<file path="config.mk">
export PLATFORM = sky130hd
export DESIGN_NAME = dynamic_graph_adjacency_engine
export DESIGN_NICKNAME = d
export VERILOG_FILES = /design/src/dgae_pkg.sv /design/src/dynamic_graph_adjacency_engine.sv /design/src/dgae_row_ram.sv /design/src/dgae_row_update.sv
export SDC_FILE = /design/constraint.sdc
export NUM_CORES = 2
export LEC_CHECK = 0
export ABC_AREA = 1
export BUFFER_PORTS_ARGS = -buffer_cell sky130_fd_sc_hd__buf_2
export CAP_MARGIN = 20
export CORE_UTILIZATION = 64
export DETAILED_ROUTE_END_ITERATION = 16
export PLACE_DENSITY = 0.81
export SLEW_MARGIN = 10
export SYNTH_ARGS = -nofsm -noshare
export SYNTH_HDL_FRONTEND = slang
export SYNTH_HIERARCHICAL = 1
export SYNTH_SLANG_ARGS = --single-unit
</file>
<file path="constraint.sdc">
create_clock -name clock -period 8.37 [get_ports clock]
set_input_delay 1.674 -clock clock [delete_from_list [all_inputs] [get_ports clock]]
set_output_delay 1.674 -clock clock [all_outputs]
set_load 0.02 [all_outputs]
</file>
<file path="src/dgae_pkg.sv">
// types and constants of the graph adjacency engine
// no dependencies; imported by every module of the block
package dgae_pkg;

   localparam int ID_W     = 5;
   localparam int ID_CNT_W = 6;
   localparam int ROW_W    = 32;
   localparam int OP_W     = 3;
   localparam int ST_W     = 2;
   localparam int DEG_W    = 6;

   // operation codes
   localparam logic [OP_W-1:0] OP_ADD_EDGE      = 3'd0;
   localparam logic [OP_W-1:0] OP_REMOVE_EDGE   = 3'd1;
   localparam logic [OP_W-1:0] OP_ADD_VERTEX    = 3'd2;
   localparam logic [OP_W-1:0] OP_REMOVE_VERTEX = 3'd3;
   localparam logic [OP_W-1:0] OP_CONTRACT      = 3'd4;
   localparam logic [OP_W-1:0] OP_DEGREE        = 3'd5;
   localparam logic [OP_W-1:0] OP_ADJACENT      = 3'd6;
   localparam logic [OP_W-1:0] OP_NEIGHBOURS    = 3'd7;

   // status codes
   localparam logic [ST_W-1:0] ST_OK     = 2'd0;
   localparam logic [ST_W-1:0] ST_ABSENT = 2'd1;
   localparam logic [ST_W-1:0] ST_FULL   = 2'd2;

   // one access to the row memory
   typedef struct packed {
      logic             rd_en;
      logic [ID_W-1:0]  rd_addr;
      logic             wr_en;
      logic [ID_W-1:0]  wr_addr;
      logic [ROW_W-1:0] wr_data;
   } mem_req_type;

   // how a sweep rewrites each row
   typedef struct packed {
      logic             merge;
      logic [ID_W-1:0]  keep;
      logic [ID_W-1:0]  gone;
      logic [ROW_W-1:0] moved;
   } row_upd_type;

endpackage

</file>
<file path="src/dynamic_graph_adjacency_engine.sv">
// Command paths: errors and add vertex answer straight from idle; degree, adjacent and
// neighbours read one row; add/remove edge read and rewrite both rows; remove vertex sweeps
// all VCAP rows (VCAP = min(MAX_VERTICES,32)); contract reads both rows, picks a survivor,
// then sweeps. One command at a time; busy drops in the strobe cycle, so the next beat may
// follow at once. The row memory's single read port and the row-by-row sweep shape these paths.
// Synchronous reset empties the graph at once; a row is zeroed when its vertex is created.
module dynamic_graph_adjacency_engine import dgae_pkg::*; #(
   parameter int MAX_VERTICES = 32
) (
   input  logic             clock,
   input  logic             reset,
   input  logic             start,
   output logic             busy,
   input  logic [OP_W-1:0]  req_operation,
   input  logic [ID_W-1:0]  req_first_vertex,
   input  logic [ID_W-1:0]  req_target_vertex,
   output logic             rsp_valid,
   output logic [ST_W-1:0]  rsp_status,
   output logic [ID_W-1:0]  rsp_vertex_id,
   output logic [DEG_W-1:0] rsp_degree,
   output logic             rsp_adjacent,
   output logic [ROW_W-1:0] rsp_neighbour_mask
);

   localparam int VCAP  = (MAX_VERTICES > 32) ? 32 : MAX_VERTICES;
   localparam int IDX_W = $clog2(VCAP);
   localparam int CNT_W = $clog2(VCAP + 1);

   localparam logic [2:0] S_IDLE  = 3'd0;
   localparam logic [2:0] S_RD_A  = 3'd1;
   localparam logic [2:0] S_RD_B  = 3'd2;
   localparam logic [2:0] S_EVAL  = 3'd3;
   localparam logic [2:0] S_SWEEP = 3'd4;

   function automatic logic is_present(input logic [ID_W-1:0] id,
                                       input logic [ROW_W-1:0] mask);
      return ({1'b0, id} < ID_CNT_W'(VCAP)) && mask[id];
   endfunction

   // popcount: eight-bit groups, then one small sum
   function automatic logic [DEG_W-1:0] popcount(input logic [ROW_W-1:0] x);
      logic [3:0] oct_cnt [4];
      for (int b = 0; b < 4; b++) begin
         oct_cnt[b] = '0;
         for (int k = 0; k < 8; k++) begin
            oct_cnt[b] = oct_cnt[b] + 4'(x[8*b+k]);
         end
      end
      return DEG_W'(oct_cnt[0]) + DEG_W'(oct_cnt[1]) + DEG_W'(oct_cnt[2])
             + DEG_W'(oct_cnt[3]);
   endfunction

   logic [2:0]          state_ff, state_in;
   logic [ROW_W-1:0]    present_ff, present_in;
   logic [ID_CNT_W-1:0] next_id_ff, next_id_in;
   logic [OP_W-1:0]     op_ff, op_in;
   logic [ID_W-1:0]     u_ff, u_in;
   logic [ID_W-1:0]     v_ff, v_in;
   logic [ROW_W-1:0]    row_a_ff, row_a_in;
   logic [ROW_W-1:0]    row_b_ff, row_b_in;
   row_upd_type         upd_ff, upd_in;
   logic [CNT_W-1:0]    rd_cnt_ff, rd_cnt_in;
   logic [ID_W-1:0]     wr_idx_ff, wr_idx_in;
   logic                rsp_valid_ff, rsp_valid_in;
   logic [ST_W-1:0]     rsp_status_ff, rsp_status_in;
   logic [ID_W-1:0]     rsp_vertex_id_ff, rsp_vertex_id_in;
   logic [DEG_W-1:0]    rsp_degree_ff, rsp_degree_in;
   logic                rsp_adjacent_ff, rsp_adjacent_in;
   logic [ROW_W-1:0]    rsp_neighbour_mask_ff, rsp_neighbour_mask_in;

   mem_req_type         mem_req;
   logic [ROW_W-1:0]    mem_rdata;
   logic [ROW_W-1:0]    sweep_row;
   logic                pu, pv;
   logic [DEG_W-1:0]    cnt_a, cnt_b;

   dgae_row_ram #(
      .DEPTH (VCAP)
   ) u_ram (
      .clock   (clock),
      .req     (mem_req),
      .rd_data (mem_rdata)
   );

   dgae_row_update u_upd (
      .upd     (upd_ff),
      .row_idx (wr_idx_ff),
      .row_in  (mem_rdata),
      .row_out (sweep_row)
   );

   assign pu    = is_present(req_first_vertex, present_ff);
   assign pv    = is_present(req_target_vertex, present_ff);
   assign cnt_a = popcount(row_a_ff);
   assign cnt_b = popcount(row_b_ff);

   // command sequencer; no two accesses of one command touch the same row
   // in overlapping cycles, so the memory needs no forwarding
   always_comb begin
      state_in              = state_ff;
      present_in            = present_ff;
      next_id_in            = next_id_ff;
      op_in                 = op_ff;
      u_in                  = u_ff;
      v_in                  = v_ff;
      row_a_in              = row_a_ff;
      row_b_in              = row_b_ff;
      upd_in                = upd_ff;
      rd_cnt_in             = rd_cnt_ff;
      wr_idx_in             = wr_idx_ff;
      rsp_valid_in          = 1'b0;
      rsp_status_in         = rsp_status_ff;
      rsp_vertex_id_in      = rsp_vertex_id_ff;
      rsp_degree_in         = rsp_degree_ff;
      rsp_adjacent_in       = rsp_adjacent_ff;
      rsp_neighbour_mask_in = rsp_neighbour_mask_ff;
      mem_req               = '0;

      case (state_ff)
         S_IDLE: begin
            if (start) begin
               op_in = req_operation;
               u_in  = req_first_vertex;
               v_in  = req_target_vertex;
               // an immediate answer unless a longer path overrides it
               rsp_status_in         = ST_ABSENT;
               rsp_vertex_id_in      = '0;
               rsp_degree_in         = '0;
               rsp_adjacent_in       = 1'b0;
               rsp_neighbour_mask_in = '0;
               case (req_operation)
                  OP_ADD_EDGE, OP_REMOVE_EDGE, OP_CONTRACT: begin
                     if (pu && pv && (req_first_vertex != req_target_vertex)) begin
                        mem_req.rd_en   = 1'b1;
                        mem_req.rd_addr = req_first_vertex;
                        state_in        = S_RD_A;
                     end else begin
                        rsp_valid_in = 1'b1;
                     end
                  end
                  OP_ADD_VERTEX: begin
                     rsp_valid_in = 1'b1;
                     if (next_id_ff >= ID_CNT_W'(VCAP)) begin
                        rsp_status_in = ST_FULL;
                     end else begin
                        mem_req.wr_en   = 1'b1;
                        mem_req.wr_addr = next_id_ff[ID_W-1:0];
                        mem_req.wr_data = '0;
                        present_in      = present_ff | (ROW_W'(1) << next_id_ff[ID_W-1:0]);
                        next_id_in      = next_id_ff + ID_CNT_W'(1);
                        rsp_status_in   = ST_OK;
                        rsp_vertex_id_in = next_id_ff[ID_W-1:0];
                     end
                  end
                  OP_REMOVE_VERTEX: begin
                     if (pv) begin
                        upd_in.merge = 1'b0;
                        upd_in.keep  = '0;
                        upd_in.gone  = req_target_vertex;
                        upd_in.moved = '0;
                        rd_cnt_in    = '0;
                        state_in     = S_SWEEP;
                     end else begin
                        rsp_valid_in = 1'b1;
                     end
                  end
                  OP_DEGREE, OP_NEIGHBOURS: begin
                     if (pv) begin
                        mem_req.rd_en   = 1'b1;
                        mem_req.rd_addr = req_target_vertex;
                        state_in        = S_RD_B;
                     end else begin
                        rsp_valid_in = 1'b1;
                     end
                  end
                  OP_ADJACENT: begin
                     if (pu && pv) begin
                        mem_req.rd_en   = 1'b1;
                        mem_req.rd_addr = req_first_vertex;
                        state_in        = S_RD_B;
                     end else begin
                        rsp_valid_in = 1'b1;
                     end
                  end
                  default: begin
                     rsp_valid_in = 1'b1;
                  end
               endcase
            end
         end

         // first row back; edge ops rewrite it, second row requested
         S_RD_A: begin
            row_a_in        = mem_rdata;
            mem_req.rd_en   = 1'b1;
            mem_req.rd_addr = v_ff;
            if (op_ff == OP_ADD_EDGE) begin
               mem_req.wr_en   = 1'b1;
               mem_req.wr_addr = u_ff;
               mem_req.wr_data = mem_rdata | (ROW_W'(1) << v_ff);
            end else if (op_ff == OP_REMOVE_EDGE) begin
               mem_req.wr_en   = 1'b1;
               mem_req.wr_addr = u_ff;
               mem_req.wr_data = mem_rdata & ~(ROW_W'(1) << v_ff);
            end
            state_in = S_RD_B;
         end

         // second row back (or the only row of a query)
         S_RD_B: begin
            rsp_status_in         = ST_OK;
            rsp_vertex_id_in      = '0;
            rsp_degree_in         = '0;
            rsp_adjacent_in       = 1'b0;
            rsp_neighbour_mask_in = '0;
            rsp_valid_in          = 1'b1;
            state_in              = S_IDLE;
            case (op_ff)
               OP_ADD_EDGE: begin
                  mem_req.wr_en   = 1'b1;
                  mem_req.wr_addr = v_ff;
                  mem_req.wr_data = mem_rdata | (ROW_W'(1) << u_ff);
               end
               OP_REMOVE_EDGE: begin
                  mem_req.wr_en   = 1'b1;
                  mem_req.wr_addr = v_ff;
                  mem_req.wr_data = mem_rdata & ~(ROW_W'(1) << u_ff);
               end
               OP_CONTRACT: begin
                  row_b_in     = mem_rdata;
                  rsp_valid_in = 1'b0;
                  state_in     = S_EVAL;
               end
               OP_DEGREE: begin
                  rsp_degree_in = popcount(mem_rdata);
               end
               OP_ADJACENT: begin
                  rsp_adjacent_in = (u_ff != v_ff) && mem_rdata[v_ff];
               end
               OP_NEIGHBOURS: begin
                  rsp_neighbour_mask_in = mem_rdata;
               end
               default: begin
                  rsp_status_in = ST_OK;
               end
            endcase
         end

         // pick survivor: fewer neighbours goes, a tie keeps the first vertex
         S_EVAL: begin
            upd_in.merge = 1'b1;
            if (cnt_a < cnt_b) begin
               upd_in.keep  = v_ff;
               upd_in.gone  = u_ff;
               upd_in.moved = row_a_ff & ~(ROW_W'(1) << v_ff) & ~(ROW_W'(1) << u_ff);
            end else begin
               upd_in.keep  = u_ff;
               upd_in.gone  = v_ff;
               upd_in.moved = row_b_ff & ~(ROW_W'(1) << u_ff) & ~(ROW_W'(1) << v_ff);
            end
            rd_cnt_in = '0;
            state_in  = S_SWEEP;
         end

         // read row i while row i-1 is written back
         S_SWEEP: begin
            if (rd_cnt_ff != CNT_W'(VCAP)) begin
               mem_req.rd_en   = 1'b1;
               mem_req.rd_addr = ID_W'(rd_cnt_ff[IDX_W-1:0]);
               wr_idx_in       = ID_W'(rd_cnt_ff[IDX_W-1:0]);
               rd_cnt_in       = rd_cnt_ff + CNT_W'(1);
            end
            if (rd_cnt_ff != '0) begin
               mem_req.wr_en   = 1'b1;
               mem_req.wr_addr = wr_idx_ff;
               mem_req.wr_data = sweep_row;
            end
            if (rd_cnt_ff == CNT_W'(VCAP)) begin
               present_in            = present_ff & ~(ROW_W'(1) << upd_ff.gone);
               rsp_valid_in          = 1'b1;
               rsp_status_in         = ST_OK;
               rsp_vertex_id_in      = upd_ff.merge ? upd_ff.keep : '0;
               rsp_degree_in         = '0;
               rsp_adjacent_in       = 1'b0;
               rsp_neighbour_mask_in = '0;
               state_in              = S_IDLE;
            end
         end

         default: begin
            state_in = S_IDLE;
         end
      endcase
   end

   // control state
   always_ff @(posedge clock) begin
      if (reset) begin
         state_ff     <= S_IDLE;
         present_ff   <= '0;
         next_id_ff   <= '0;
         rsp_valid_ff <= 1'b0;
      end else begin
         state_ff     <= state_in;
         present_ff   <= present_in;
         next_id_ff   <= next_id_in;
         rsp_valid_ff <= rsp_valid_in;
      end
   end

   // working and result payload
   always_ff @(posedge clock) begin
      op_ff                 <= op_in;
      u_ff                  <= u_in;
      v_ff                  <= v_in;
      row_a_ff              <= row_a_in;
      row_b_ff              <= row_b_in;
      upd_ff                <= upd_in;
      rd_cnt_ff             <= rd_cnt_in;
      wr_idx_ff             <= wr_idx_in;
      rsp_status_ff         <= rsp_status_in;
      rsp_vertex_id_ff      <= rsp_vertex_id_in;
      rsp_degree_ff         <= rsp_degree_in;
      rsp_adjacent_ff       <= rsp_adjacent_in;
      rsp_neighbour_mask_ff <= rsp_neighbour_mask_in;
   end

   assign busy               = (state_ff != S_IDLE);
   assign rsp_valid          = rsp_valid_ff;
   assign rsp_status         = rsp_status_ff;
   assign rsp_vertex_id      = rsp_vertex_id_ff;
   assign rsp_degree         = rsp_degree_ff;
   assign rsp_adjacent       = rsp_adjacent_ff;
   assign rsp_neighbour_mask = rsp_neighbour_mask_ff;

endmodule

</file>
<file path="src/dgae_row_ram.sv">
// adjacency row memory: one write port, one read port, registered read data
// depends on dgae_pkg for the request type
module dgae_row_ram import dgae_pkg::*; #(
   parameter int DEPTH = 32
) (
   input  logic             clock,
   input  mem_req_type      req,
   output logic [ROW_W-1:0] rd_data
);

   localparam int ADDR_W = $clog2(DEPTH);

   logic [ROW_W-1:0] mem [DEPTH];
   logic [ROW_W-1:0] rd_data_ff;

   // write port
   always_ff @(posedge clock) begin
      if (req.wr_en) begin
         mem[req.wr_addr[ADDR_W-1:0]] <= req.wr_data;
      end
   end

   // read port, registered read data
   always_ff @(posedge clock) begin
      if (req.rd_en) begin
         rd_data_ff <= mem[req.rd_addr[ADDR_W-1:0]];
      end
   end

   assign rd_data = rd_data_ff;

endmodule

</file>
<file path="src/dgae_row_update.sv">
// new value of one row during a removal or contraction sweep
// depends on dgae_pkg for the update descriptor
module dgae_row_update import dgae_pkg::*; (
   input  row_upd_type      upd,
   input  logic [ID_W-1:0]  row_idx,
   input  logic [ROW_W-1:0] row_in,
   output logic [ROW_W-1:0] row_out
);

   always_comb begin
      // drop the removed vertex from this row, and its own row entirely
      row_out = row_in & ~(ROW_W'(1) << upd.gone);
      if (row_idx == upd.gone) begin
         row_out = '0;
      end
      // survivor takes the moved neighbours, and they take the survivor
      if (upd.merge) begin
         if (row_idx == upd.keep) begin
            row_out = row_out | upd.moved;
         end
         if (upd.moved[row_idx]) begin
            row_out = row_out | (ROW_W'(1) << upd.keep);
         end
      end
   end

endmodule

</file>
# Yosys cells after proc, flatten, opt, wreduce, memory -nomap -nowiden
# Memory sizes are Yosys's and may differ from the RTL's. A register that Yosys moved wholly into a read port is not among the register bits.
# Index checks and enable logic that the tools add are counted.
# totals
out_inout_bits	48
ram_bits	1024
n_memories	1
latchBits	0
in_bits	16
register_bits	219
rom_bits	0
# op_classes
multipliers	0
shift	5
order_cmp	6
bitwise_logic	17
add_sub_neg	95
reduce_logical	24
div	0
n_eq_ne	34
n_mux	84
# mem_list
memory	depth	width	read_ports	rd_ports_with_merged_regs	write_ports	line	source
u_ram.mem	32	32	1	1	1	dgae_row_ram.sv:13	logic [ROW_W-1:0] mem [DEPTH];
# ops
cell	n
32-bit 2-to-1 mux	12
32-bit bitwise AND	8
4-bit by 1-bit adder with 4-bit output	48
38-bit 2-to-1 mux	5
32-bit bitwise OR	5
1-bit by 5-bit left shift with 32-bit output, first input constant	5
38-bit one-hot mux with 4 select lines	1
43-bit 2-to-1 mux	3
32-bit NOT	3
32-bit one-hot mux with 3 select lines	1
43-bit one-hot mux with 2 select lines	1
38-bit one-hot mux with 2 select lines	1
6-bit one-hot mux with 3 select lines	4
6-bit 2-to-1 mux	11
32-bit one-hot mux with 2 select lines	1
3-bit by 1-bit adder with 4-bit output	12
44-bit 2-to-1 mux	1
42-bit 2-to-1 mux	1
2-bit by 1-bit adder with 3-bit output	12
3-bit == test, second input constant	9
5-bit 2-to-1 mux	5
1-bit by 1-bit adder with 2-bit output	12
5-bit by 6-bit < comparator with 1-bit output, second input constant	4
1-bit binary-select mux with 5-bit select	4
other kinds (38)	96

# Depth between registers and ports, before layout
# depth
depth_word	14
ltp_mapped	28

# By module
# Netlist, hierarchy kept.
# modules_own_cells
mod	instances	cells_per_inst	area_each_um2
dgae_row_ram	1	3536	42726.0
dynamic_graph_adjacency_engine	1	1700	14651.6
dgae_row_update	1	400	1965.6

# Worst setup path before layout
# Ideal clock, no wire load.
# synth_timing
path_type	register -> register
from	register row_b_ff[17]
to	register upd_ff[11] (netlist name), data pin
required_time_ns	8.103
arrival_ns	5.846
stages_incl_launch_ff	22
period_less_slack_ns	6.112
slack_ns	2.258
setup_time_ns	0.267
path_cell_list	edfxtp_1 fa_1 inv_1 fa_1 fa_1 fa_1 fa_1 fa_1 inv_1 ha_1 fa_1 a21oi_1 o21ai_0 xnor2_1 ha_1 nand2_1 o21a_1 nand2_1 clkbuf_1 buf_1 clkbuf_1 a21oi_1
# synth_between
elab_chain_len	12
# synth_rtl
element	line	source
start: declaration	dynamic_graph_adjacency_engine.sv:60	logic [ROW_W-1:0] row_b_ff, row_b_in;
start signal: assignment	dynamic_graph_adjacency_engine.sv:317	row_b_ff <= row_b_in;
1-bit by 1-bit adder with 2-bit output	dynamic_graph_adjacency_engine.sv:46	oct_cnt[b] = oct_cnt[b] + 4'(x[8*b+k]);
2-bit by 1-bit adder with 3-bit output	dynamic_graph_adjacency_engine.sv:46	
3-bit by 1-bit adder with 4-bit output	dynamic_graph_adjacency_engine.sv:46	
4-bit by 1-bit adder with 4-bit output (4 in a row)	dynamic_graph_adjacency_engine.sv:46	
5-bit by 4-bit adder with 6-bit output	dynamic_graph_adjacency_engine.sv:49	return DEG_W'(oct_cnt[0]) + DEG_W'(oct_cnt[1]) + DEG_W'(oct_cnt[2])
6-bit by 4-bit adder with 6-bit output	dynamic_graph_adjacency_engine.sv:50	+ DEG_W'(oct_cnt[3]);
6-bit < comparator	dynamic_graph_adjacency_engine.sv:252	if (cnt_a < cnt_b) begin
42-bit 2-to-1 mux	dynamic_graph_adjacency_engine.sv:252	
43-bit one-hot mux with 2 select lines	dynamic_graph_adjacency_engine.sv:119	case (state_ff)
end signal: assignment	dynamic_graph_adjacency_engine.sv:318	upd_ff <= upd_in;
end: declaration	dynamic_graph_adjacency_engine.sv:61	row_upd_type upd_ff, upd_in;
# Every way passes these cells.
# A chain may end at the register's enable or synchronous reset.

# Worst setup path after layout
# layout_timing
from	register row_b_ff[13]
to	register upd_ff[18] (netlist name), data pin
# layout_between
elab_chain_len	9
# layout_rtl
element	line
4-bit by 1-bit adder with 4-bit output (3 in a row)	dynamic_graph_adjacency_engine.sv:46
4-bit by 4-bit adder with 5-bit output	dynamic_graph_adjacency_engine.sv:49
5-bit by 4-bit adder with 6-bit output	dynamic_graph_adjacency_engine.sv:49
6-bit by 4-bit adder with 6-bit output	dynamic_graph_adjacency_engine.sv:50
6-bit < comparator	dynamic_graph_adjacency_engine.sv:252
42-bit 2-to-1 mux	dynamic_graph_adjacency_engine.sv:252
43-bit one-hot mux with 2 select lines	dynamic_graph_adjacency_engine.sv:119
# Every way passes these cells.

==> run_results.csv <==
group,metric,value,unit
timing,slew_violations,124,
yosys,synth_top_family_by_area,"simple AND/OR/NAND/NOR gates",
yosys,yosys.area.top_type_share,62.4,%
placed_design,portBuffers,63,
cells_and_area,area_growth,8.67,%
route,drc,0,
yosys,synthSimpleGateAreaFrac,23.2,%
clock_network,cts_setup_buffers,0,
route,drt_first_iter_violations,7397,
cells_and_area,final_cell_mix,"nand2_1 (1825), edfxtp_1 (1233), nand3_1 (966), inv_1 (275), nor2_1 (193)",
yosys,ys_seq_area_share,63.8,%
hold_path,min_path_type,"flop to flop",
status,violations,"slew limit",
global_routing,grt_usage,36.7,%
clock_network,cts_root_buffer,"clkbuf_16",
yosys,avgSynthCellArea,10.5,um2
global_routing,grt_pass1_vias,42647,
clock_network,worst_skew_pair.late_latency,0.74,ns
yosys,synth_area_leaders,"edfxtp_1 (62%), nand2_1 (12%), nand3_1 (8.2%), fa_1 (2.4%), inv_1 (1.7%)",
yosys,syn_area,59300,um2
route,first_pass_iters,9,
timing,slew_headroom,-4.08,%
floorplan,die_x,307,um
floorplan,core,91800,um2
timing,setup_viol,0,
clock_network,clkTransAtPathRegs,0.06,ns
placed_design,dp_cells,6713,
floorplan,die_area,93900,um2
clock_network,htreeDepth,3,
clock_network,tritoncts,"yes",
setup_path,rrSetupSlack,1.83,ns
yosys,synth_seq_cells,1275,
setup_path,required,8.80,ns
floorplan,die_h,307,um
cells_and_area,final_common_cell,"nand2_1",
timing,grt_setup_unrepaired,"false",
setup_path,startpoint_type,"flop",
timing,fin_skew,0.0690,ns
pwr,p_leak,24.6,nW
route,antenna_left,0,
timing,tightestPinTransition,1.56,ns
clock_network,cts_sinks,1275,
cells_and_area,fillers,6327,
clock_network,cts_resized,0,
global_routing,grt_max_degree,304,
route,vias_per_cell,6.39,
placed_design,place_area,60400,um2
yosys,synthMuxAreaShare,0,%
setup_path,crit_type,"flop to flop",
yosys,yosys_warnings,6,
yosys,synth_fa_ha_area_share,3.15,%
timing,hold_ws,0.499,ns
timing,period_minus_slack,6.54,ns
global_routing,grt_pass1_wl,258000,um
route,vias,44399,
clock_network,cts_inserted_buffers,120,
global_routing,gr-total-overflow,0,
floorplan,initial_utilization,64.6,%
cells_and_area,instances_no_fill,6944,
run,drv_cap,0,
placed_design,globalplace.congestion,1.01,
pwr,ir_worst_vdd,0.000569,V
setup_path,endpoint_kind,"flop",
placed_design,hpwl,101000,um
floorplan,io_pins,64,
yosys,synth_area_leader_cell,"edfxtp_1",
pwr,powerDensity,249,nW/um2
status,status,"finished, violations left",
route,wl_per_cell,24.9,um
floorplan,row_count,111,
timing,post-route-worst-setup-slack,1.83,ns
yosys,synthCells,5636,
cells_and_area,nets,5724,
setup_path,arrival,6.97,ns
clock_network,clockBufferDepth,3,
setup_path,path_max_fanout,65,
yosys,synth_nets,5758,
setup_path,crit_start,"row_b_ff[13]",
yosys,synth_cell_types,52,
timing,fmax,0.153,GHz
placed_design,dp_slack,1.96,ns
yosys,synth_compound_area_share,4.05,%
timing,finalHoldViolCount,0,
cells_and_area,final_area,64500,um2
yosys,synthXorXnorAreaFrac,0.221,%
route,drt-total-wl,173000,um
global_routing,antenna_found_initial,2,
clock_network,hold_buffers,0,
cells_and_area,drive_gt1_share,8.25,%
hold_path,min_from,"present_ff[19]",
timing,finalCritPeriodShare,78.1,%
timing,setup_tns,0,ns
setup_path,r2r_start,"row_b_ff[13]",
[final timing paths]
kind | end | depth (start not counted)
worst max-delay path | upd_ff[18] | 21
worst min-delay path | present_ff[19] | 2
worst max register to register | upd_ff[18] | 21
worst min register to register | present_ff[19] | 2
[cell usage after synthesis (all sizes together)]
cell	instances
buf	237
a221oi	37
o22ai	14
nand3	972
a21oi	103
o21a	2
nand2	1837
o211ai	60
nor4	7
clkinv	8
dfxtp	42
o31ai	6
a211oi	2
ha	34
o2111ai	8
nor3b	2
xnor2	9
or2	25
clkbuf	100
o2111a	1
a31oi	3
nor3	51
o21ai	132
nand4	87
xor2	6
a21boi	1
inv	304
o311ai	1
fa	72
a2111oi	4
edfxtp	1233
nor2	236
[critical path: stages, from the launching register on]
cell and delay, ns:
edfxtp_1 0.37, inv_1 0.11, fa_1 0.47, fa_1 0.50
fa_1 0.59, fa_1 0.45, fa_1 0.47, fa_1 0.50
inv_1 0.04, ha_1 0.20, fa_1 0.47, a21oi_1 0.15
o21ai_0 0.12, xnor2_1 0.15, ha_1 0.28, nand2_1 0.06
nor2_1 0.09, o21ai_0 0.10, nand2_2 0.09, buf_4 0.54
nor2_1 0.11, a2111oi_0 0.40
[cell type report]
cell class	instances	area, um2	area share [%]
antenna	2	5.00	0.00776
clock buffer	148	3110	4.82
clock inverter	71	762	1.18
inverter	312	1210	1.87
multi-input combinational	3712	18500	28.7
sequential	1275	37900	58.7
tap	1243	1560	2.41
timing repair buffer	181	1460	2.26
[where the power goes]
group / internal (mW) / switching, mW
logic: 0.983 / 2.46
clock network: 2.99 / 2.39
registers: 7.11 / 0.120
total: 11.1 / 4.98
[routing by layer]
layer	vias to the layer above	wire length (um)	track usage, %
li1	19434	-	-
met1	21071	61700	48.5
met2	3224	79500	57.9
met3	668	21700	8.15
met4	2	9720	18.7
met5	-	13	0
[per-stage QoR]
| stage | util, % | power (mW) |
|---|---|---|
| floorplan | - | 9.79 |
| global placement | 65.7 | 10.6 |
| detailed placement | 65.8 | 10.7 |
| CTS | 70.0 | 16.0 |
| global route | 70.2 | 16.7 |
| finish | 70.2 | 16.1 |
[cells by family after synthesis]
logic type | count (synthesis)
and+or+nand+nor | 3217
DFF | 1275
buffers and inverters | 649
AOI/OAI and AO/OA | 374
adders and majority gates | 106
xor gates and xnor gates | 15
[flip-flops by register name, indices dropped and copies added, names as in the netlist, 6 cells and up]
register            count
upd_ff                 43
present_ff             32
rsp_neighbour_mask     32
row_b_ff               32
u_ram/mem            1024
u_ram/rd_data          32
rsp_degree              6
row_a_ff               32
next_id_ff              6
rd_cnt_ff               6
Power figures use the tool's default switching activity.
